<file path="config.mk">
export PLATFORM = sky130hd
export DESIGN_NAME = contactor_closure_checker_top
export DESIGN_NICKNAME = d
export VERILOG_FILES = /design/src/hw/rtl/ccc_pkg.sv /design/src/hw/rtl/contactor_closure_checker_top.sv
export VERILOG_INCLUDE_DIRS = /design/src /design/src/hw/rtl
export SDC_FILE = /design/constraint.sdc
export NUM_CORES = 1
export LEC_CHECK = 0
export BUFFER_PORTS_ARGS = -buffer_cell sky130_fd_sc_hd__buf_2
export CORE_UTILIZATION = 60
export CTS_BUF_LIST = sky130_fd_sc_hd__clkbuf_16
export CTS_CLUSTER_DIAMETER = 40
export DETAILED_ROUTE_END_ITERATION = 10
export GPL_TIMING_DRIVEN = 0
export PLACE_DENSITY_LB_ADDON = 0.3
export SETUP_SLACK_MARGIN = 0.4
export SLEW_MARGIN = 20
export SYNTH_ARGS = -nofsm -noshare
export SYNTH_HDL_FRONTEND = slang
export SYNTH_SLANG_ARGS = --single-unit
</file>
<file path="constraint.sdc">
create_clock -name aclk -period 16.6 [get_ports aclk]
set_clock_uncertainty 0.1 [all_clocks]
set_input_delay 0.83 -clock aclk [delete_from_list [all_inputs] [get_ports aclk]]
set_output_delay 0.83 -clock aclk [all_outputs]
set_load 0.05 [all_outputs]
</file>
<file path="src/hw/rtl/contactor_closure_checker_top_assert.svh">
// assertion macros for the contactor closure checker
// included by contactor_closure_checker_top.sv, no other dependencies
`ifndef CONTACTOR_CLOSURE_CHECKER_TOP_ASSERT_SVH
`define CONTACTOR_CLOSURE_CHECKER_TOP_ASSERT_SVH

// same-cycle implication, checked while out of reset
`define CCC_ASSERT_NOW(label, clk, rstn, ante, cons) \
    label: assert property (@(posedge clk) disable iff (!(rstn)) (ante) |-> (cons)) \
        else $error("contactor closure checker: same-cycle check failed");

// next-cycle implication, checked while out of reset
`define CCC_ASSERT_NEXT(label, clk, rstn, ante, cons) \
    label: assert property (@(posedge clk) disable iff (!(rstn)) (ante) |=> (cons)) \
        else $error("contactor closure checker: next-cycle check failed");

`endif

</file>
<file path="src/hw/rtl/ccc_pkg.sv">
// types and constants for the contactor closure checker
// no dependencies; used by contactor_closure_checker_top
`timescale 1ns / 1ps

package ccc_pkg;

    localparam int S_TDATA_W   = 24;
    localparam int M_TDATA_W   = 16;
    localparam int CFG_INDEX_W = 1;
    localparam int CFG_DATA_W  = 12;
    localparam int SAMPLE_W    = 12;
    localparam int MULT_W      = 8;
    localparam int ATTEMPT_W   = 8;
    localparam int OUTCOME_W   = 3;

    localparam logic [SAMPLE_W-1:0]  SPREAD_LIMIT_RST = 12'd10;
    localparam logic [ATTEMPT_W-1:0] MAX_ATTEMPTS_RST = 8'd50;

    // current threshold: 264 * v against 5 * full scale * multiplier
    localparam int CURRENT_SCALE = 264;

    typedef enum logic {
        REQ_START  = 1'b0,
        REQ_SAMPLE = 1'b1
    } req_type_t;

    typedef enum logic [OUTCOME_W-1:0] {
        OUT_SET        = 3'd0,
        OUT_CONV_ERROR = 3'd1,
        OUT_UNSETTLED  = 3'd2,
        OUT_CURR_HIGH  = 3'd3,
        OUT_PIN_OPEN   = 3'd4
    } outcome_t;

    typedef enum logic [CFG_INDEX_W-1:0] {
        REG_SPREAD_LIMIT = 1'b0,
        REG_MAX_ATTEMPTS = 1'b1
    } cfg_reg_t;

endpackage

</file>
<file path="src/hw/rtl/contactor_closure_checker_top.sv">
// contactor closure checker: arms on a start transaction, judges ADC attempts
// depends on ccc_pkg and contactor_closure_checker_top_assert.svh
//
//  channel   | direction | handshake              | payload
//  ----------+-----------+------------------------+-----------------------------------
//  s_        | in        | s_tvalid / s_tready    | s_tuser req_type, s_tdata fields
//  m_        | out       | m_tvalid / m_tready    | m_tdata result fields
//  cfg_      | in        | cfg_valid / cfg_ready  | cfg_index, cfg_wdata
//
// one transaction per cycle while the result is not stalled; a result passes through
// the input register, then the result register; all check state updates in one pass
// reset clears control state and restores spread limit 10, attempt limit 50
// a stalled result holds; the input register still refills once the result leaves
// configuration writes are always ready and take effect the next cycle
`timescale 1ns / 1ps
`include "contactor_closure_checker_top_assert.svh"

module contactor_closure_checker_top #(
    parameter int SAMPLES_PER_ATTEMPT = 3,
    parameter int ADC_BITS            = 12
) (
    input  logic                              aclk,
    input  logic                              aresetn,
    input  logic                              s_tvalid,
    output logic                              s_tready,
    // [7:0] multiplier, [8] bypass_sense, [20:9] adc_value,
    // [21] conversion_ok, [22] sense_level, [23] zero
    input  logic [ccc_pkg::S_TDATA_W-1:0]     s_tdata,
    // [0] req_type
    input  logic                              s_tuser,
    output logic                              m_tvalid,
    input  logic                              m_tready,
    // [0] contactor_set, [3:1] outcome, [15:4] settled_sample
    output logic [ccc_pkg::M_TDATA_W-1:0]     m_tdata,
    input  logic                              cfg_valid,
    output logic                              cfg_ready,
    input  logic [ccc_pkg::CFG_INDEX_W-1:0]   cfg_index,
    input  logic [ccc_pkg::CFG_DATA_W-1:0]    cfg_wdata
);
    import ccc_pkg::*;

    localparam int CNT_W = (SAMPLES_PER_ATTEMPT > 2) ? $clog2(SAMPLES_PER_ATTEMPT) : 1;
    localparam logic [CNT_W-1:0] LAST_CNT = CNT_W'(SAMPLES_PER_ATTEMPT - 1);
    localparam logic [SAMPLE_W-1:0] SAMPLE_MASK =
        (ADC_BITS >= SAMPLE_W) ? {SAMPLE_W{1'b1}} : SAMPLE_W'((32'd1 << ADC_BITS) - 32'd1);
    localparam int CMP_W = (ADC_BITS + 11 > 21) ? ADC_BITS + 11 : 21;
    localparam logic [CMP_W-1:0] FS_TIMES5 = CMP_W'(5 * ((1 << ADC_BITS) - 1));
    localparam logic [CMP_W-1:0] SCALE_K   = CMP_W'(CURRENT_SCALE);

    // configuration
    logic [SAMPLE_W-1:0]  max_diff_reg;
    logic [ATTEMPT_W-1:0] max_att_reg;

    // input register
    logic                 in_valid_reg,  in_valid_next;
    logic [22:0]          in_data_reg;
    logic                 in_user_reg;

    // check state
    logic                 checking_reg,  checking_next;
    logic [CNT_W-1:0]     cnt_reg,       cnt_next;
    logic [ATTEMPT_W-1:0] att_reg,       att_next;
    logic [SAMPLE_W-1:0]  win_min_reg,   win_min_next;
    logic [SAMPLE_W-1:0]  win_max_reg,   win_max_next;
    logic [MULT_W-1:0]    mult_reg,      mult_next;
    logic                 bypass_reg,    bypass_next;

    // result register
    logic                 m_valid_reg,   m_valid_next;
    logic [M_TDATA_W-1:0] m_data_reg;

    logic                 out_free;
    logic                 process;
    logic                 res_valid;
    outcome_t             res_outcome;
    logic [SAMPLE_W-1:0]  res_sample;

    logic [MULT_W-1:0]    f_mult;
    logic                 f_bypass;
    logic [SAMPLE_W-1:0]  f_adc;
    logic                 f_conv_ok;
    logic                 f_sense;
    logic [SAMPLE_W-1:0]  v;
    logic [SAMPLE_W-1:0]  w_min, w_max;
    logic [CMP_W-1:0]     lhs, rhs;
    logic [ATTEMPT_W-1:0] att_inc;

    assign f_mult    = in_data_reg[7:0];
    assign f_bypass  = in_data_reg[8];
    assign f_adc     = in_data_reg[20:9];
    assign f_conv_ok = in_data_reg[21];
    assign f_sense   = in_data_reg[22];

    assign out_free  = !m_valid_reg || m_tready;
    assign process   = in_valid_reg && out_free;
    assign s_tready  = !in_valid_reg || process;
    assign cfg_ready = 1'b1;
    assign m_tvalid  = m_valid_reg;
    assign m_tdata   = m_data_reg;

    assign v       = f_adc & SAMPLE_MASK;
    assign w_min   = (cnt_reg == '0 || v < win_min_reg) ? v : win_min_reg;
    assign w_max   = (cnt_reg == '0 || v > win_max_reg) ? v : win_max_reg;
    assign lhs     = CMP_W'(v) * SCALE_K;
    assign rhs     = FS_TIMES5 * CMP_W'(mult_reg);
    assign att_inc = att_reg + 8'd1;

    always_comb begin
        checking_next = checking_reg;
        cnt_next      = cnt_reg;
        att_next      = att_reg;
        win_min_next  = win_min_reg;
        win_max_next  = win_max_reg;
        mult_next     = mult_reg;
        bypass_next   = bypass_reg;
        res_valid     = 1'b0;
        res_outcome   = OUT_SET;
        res_sample    = '0;

        if (process) begin
            if (in_user_reg == REQ_START) begin
                checking_next = 1'b1;
                mult_next     = f_mult;
                bypass_next   = f_bypass;
                cnt_next      = '0;
                att_next      = '0;
                win_min_next  = '0;
                win_max_next  = '0;
            end else if (checking_reg) begin
                if (!f_conv_ok) begin
                    res_valid   = 1'b1;
                    res_outcome = OUT_CONV_ERROR;
                end else if (cnt_reg != LAST_CNT) begin
                    cnt_next     = cnt_reg + 1'b1;
                    win_min_next = w_min;
                    win_max_next = w_max;
                end else if (w_max - w_min <= max_diff_reg) begin
                    res_valid  = 1'b1;
                    res_sample = v;
                    if (lhs > rhs) begin
                        res_outcome = OUT_CURR_HIGH;
                    end else if (!bypass_reg && f_sense) begin
                        res_outcome = OUT_PIN_OPEN;
                    end else begin
                        res_outcome = OUT_SET;
                    end
                end else begin
                    cnt_next     = '0;
                    win_min_next = '0;
                    win_max_next = '0;
                    // a zero limit behaves like one; a wrapped count also gives up
                    if (att_inc >= max_att_reg || att_inc == '0) begin
                        res_valid   = 1'b1;
                        res_outcome = OUT_UNSETTLED;
                    end else begin
                        att_next = att_inc;
                    end
                end
                if (res_valid) begin
                    checking_next = 1'b0;
                    cnt_next      = '0;
                    att_next      = '0;
                    win_min_next  = '0;
                    win_max_next  = '0;
                end
            end
        end
    end

    always_comb begin
        if (s_tvalid && s_tready) begin
            in_valid_next = 1'b1;
        end else if (process) begin
            in_valid_next = 1'b0;
        end else begin
            in_valid_next = in_valid_reg;
        end
        if (res_valid) begin
            m_valid_next = 1'b1;
        end else if (m_tready) begin
            m_valid_next = 1'b0;
        end else begin
            m_valid_next = m_valid_reg;
        end
    end

    always_ff @(posedge aclk) begin
        if (!aresetn) begin
            max_diff_reg <= SPREAD_LIMIT_RST;
            max_att_reg  <= MAX_ATTEMPTS_RST;
        end else if (cfg_valid && cfg_ready) begin
            case (cfg_index)
                REG_SPREAD_LIMIT: max_diff_reg <= cfg_wdata;
                REG_MAX_ATTEMPTS: max_att_reg  <= cfg_wdata[ATTEMPT_W-1:0];
                default: ;
            endcase
        end
    end

    always_ff @(posedge aclk) begin
        if (!aresetn) begin
            in_valid_reg <= 1'b0;
            m_valid_reg  <= 1'b0;
            checking_reg <= 1'b0;
            cnt_reg      <= '0;
            att_reg      <= '0;
            win_min_reg  <= '0;
            win_max_reg  <= '0;
            mult_reg     <= '0;
            bypass_reg   <= 1'b0;
        end else begin
            in_valid_reg <= in_valid_next;
            m_valid_reg  <= m_valid_next;
            checking_reg <= checking_next;
            cnt_reg      <= cnt_next;
            att_reg      <= att_next;
            win_min_reg  <= win_min_next;
            win_max_reg  <= win_max_next;
            mult_reg     <= mult_next;
            bypass_reg   <= bypass_next;
        end
    end

    // payload registers
    always_ff @(posedge aclk) begin
        if (s_tvalid && s_tready) begin
            in_data_reg <= s_tdata[22:0];
            in_user_reg <= s_tuser;
        end
        if (res_valid) begin
            m_data_reg <= {res_sample, res_outcome, (res_outcome == OUT_SET)};
        end
    end

    `CCC_ASSERT_NEXT(a_result_ends_check, aclk, aresetn, res_valid, !checking_reg)
    `CCC_ASSERT_NOW(a_idle_window_clear, aclk, aresetn, !checking_reg,
        cnt_reg == '0 && att_reg == '0)
    `CCC_ASSERT_NOW(a_window_ordered, aclk, aresetn, 1'b1, win_min_reg <= win_max_reg)
    `CCC_ASSERT_NOW(a_no_sample_on_fail, aclk, aresetn,
        m_valid_reg && (m_data_reg[3:1] == OUT_CONV_ERROR || m_data_reg[3:1] == OUT_UNSETTLED),
        m_data_reg[15:4] == '0)

endmodule
</file>
==> results.ini <==
[worst_hold_path]
whs_endpoint = max_diff_reg[6]
hold_path.class = reg -> reg
worstHoldStart = max_diff_reg[6]
hold_path_depth = 2

[drt]
ant_nets = 0
route.met3.wl_mm = 1.04
vias = 7091
drt_first_iter_violations = 433
postRouteWirelength_mm = 19.9
firstDrtPassIters = 5
viasPerCell = 5.77
wl_met2_mm = 9.57
drc = 0
wl_met1_mm = 8.98
routedWlPerCell_um = 16.2
top_layer_used = met4

[pwr]
design_power_total_w = 0.000704
power_leakage_nw = 4.38
powerDensity_nw_per_um2 = 72.1
ir_drop_mv = 0.0568

[synthesis]
synth_top_cell_area_share_pct = 21.0
synthArstFlopShare_pct = 0
synth-main-ff-cell = dfxtp_1
synth_edf_count = 40
synth.most_common_cell = ha_1
syn_nets = 1196
yosys-top-cells-area = ha_1 21%, dfxtp_1 15%, edfxtp_1 13%
yosys_warnings = 0
synth_area_sq_um = 8940
ys_types = 72
synth_top_area_cell = ha_1
synth_common_cells = 150 x ha_1, 126 x inv_1, 68 x nor2_1, 66 x dfxtp_1, 66 x nand2_1
synth_area_per_cell_sq_um = 9.20
synth_seq_cells = 106
ys_seq_area_share_pct = 28.2
syn_inst = 971

[clocking]
ctsHoldBuffers = 0
h-tree-depth = 3
cts_root_buf = clkbuf_16
cts_made_buffers = 9
cts_resized = 0
post-cts-setup-buffers = 0
cts_buffer_depth = 2
path_clk_slew_ps = 80
clk_latency_ps = 360
clock-sinks = 106
cts_tree = done

[place]
hpwl_mm = 15.7
place_inst = 1214
io_buffers = 58
place_congestion = 0.866

[final_layout]
largest_reg_flops = 23
drive_gt1_share_pct = 10.2
fin_nets = 1266
num_antenna_cells = 0
syn_to_final_growth_pct = 9.31
fin_cells = 1230
post-route-util_pct = 67.2

[critical_path]
start_kind = flip-flop
crit_family = adder cells
path_class = reg -> reg
reg2reg_depth = 23
crit_buf_inv = 3
critPathCaptureType = flip-flop
critical_path.max_stage_delay_ps = 710
slowest_stage = fa_1
rr_startpoint = mult_reg[2]
rrSetupSlack_ps = 9530
required_ps = 16600
crit_chain = inv_1 > fa_1 > inv_1 > fa_1 > ha_1 > xnor2_1 > fa_1 > inv_1 > ha_1 > nand4_1 > nor4_1 > nor2_1 > a31oi_1 > a2111oi_0 > nor2_1 > xnor2_1 > ha_1 > nand4_1 > nor4_1 > a21oi_1 > a211o_1 > a311oi_2 > o31ai_1
cp_max_fo = 5
r2r-end = m_tdata[0]
crit_arrival_ps = 7070

[global_routing]
grt_pass1_wl_mm = 32.2
grt_antenna_before_repair = 0
grt_pass1_vias = 6897
grt-ovfl-total = 0
grt_max_degree = 25
track_usage_pct = 27.3

[sta]
fmax_mhz = 142
min_period_ps = 7070
hold_ws_ps = 371
rsz0062_at_grt = no
hold_viol_final = 0
post-route-period-util_pct = 42.6
maxSlewHeadroom_pct = 29.8
setup_viol = 0
tightest_slew_ps = 1050
setup-tns-final_ps = 0
slew_violations = 0

[die]
num_io_pins = 62
die_y_um = 124
dieArea_sq_um = 15400
die_width_um = 124
row_count = 44
initial_core_util_pct = 61.5
core_area_sq_um = 14500

[flow_run]
maxCapViolations = 0

[status]
status = complete, no violations

worst max path at each step:
stage	from	to	cells after the start
after floorplan	in_data_reg[10]	m_tdata[0]	25
after CTS	mult_reg[2]	m_tdata[0]	23
after global routing	mult_reg[2]	m_tdata[0]	23
after detailed placement	mult_reg[2]	m_tdata[0]	23
after global placement	in_data_reg[10]	m_tdata[0]	25
final	mult_reg[2]	m_tdata[0]	23
tightest hold or removal path: stages (launching register included):
cell and delay [ps]:
dfxtp_1 310, nand2_1 40, a21boi_0 70
where the power goes:
part / total [W] / switching (W) / internal (W)
clock network: 0.000216 / 0.000110 / 0.000106
registers: 0.000287 / 0.00000982 / 0.000277
logic: 0.000201 / 0.000114 / 0.0000865
total: 0.000704 / 0.000234 / 0.000470
routing by layer:
metal	vias up	track usage (%)
met3	20	3.85
met4	0	7.22
met1	3349	34.8
met5	-	0
met2	180	48.1
li1	3542	-
metrics by stage:
step                setup slack [ps]  instance area, sq um
CTS                             9560                  9770
finish                          9530                  9770
floorplan                      10370                  8940
detailed placement              9640                  9470
global route                    9090                  9770
global placement                8950                  9460
layout by cell type (no fill, tap or decap), drive strengths merged, types with 17 or more instances in the layout:
cell type  netlist  final
a21o            18     18
a21oi           64     64
and2            22     22
buf              6     65
clkbuf          17     26
dfxtp           66     66
edfxtp          40     40
fa              32     32
ha             150    150
inv            126    129
mux2i           17     17
nand2           66     66
nand3           17     17
nor2            68     68
o21ai           36     36
xnor2           34     34
cell type report:
class                   count  area, sq um
clock buffers               9          225
flip-flops and latches    106         2520
inverters                 127          477
clock inverters             7         70.1
well taps                 184          230
plain buffers              24          136
multi-input cells         714         5810
repair buffers             59          302
fillers                  1219         4760
cell families after synthesis:
logic type	after synthesis	share of synthesized area [%]
and+or+nand+nor	247	13.5
muxes	27	3.16
adders and majority gates	182	28.2
AOI/OAI and AO/OA	211	15.6
DFF	106	28.2
buffers and inverters	151	6.86
other	1	0.0420
xor gates and xnor gates	46	4.51
No activity file was read; power rests on OpenSTA's default activity.
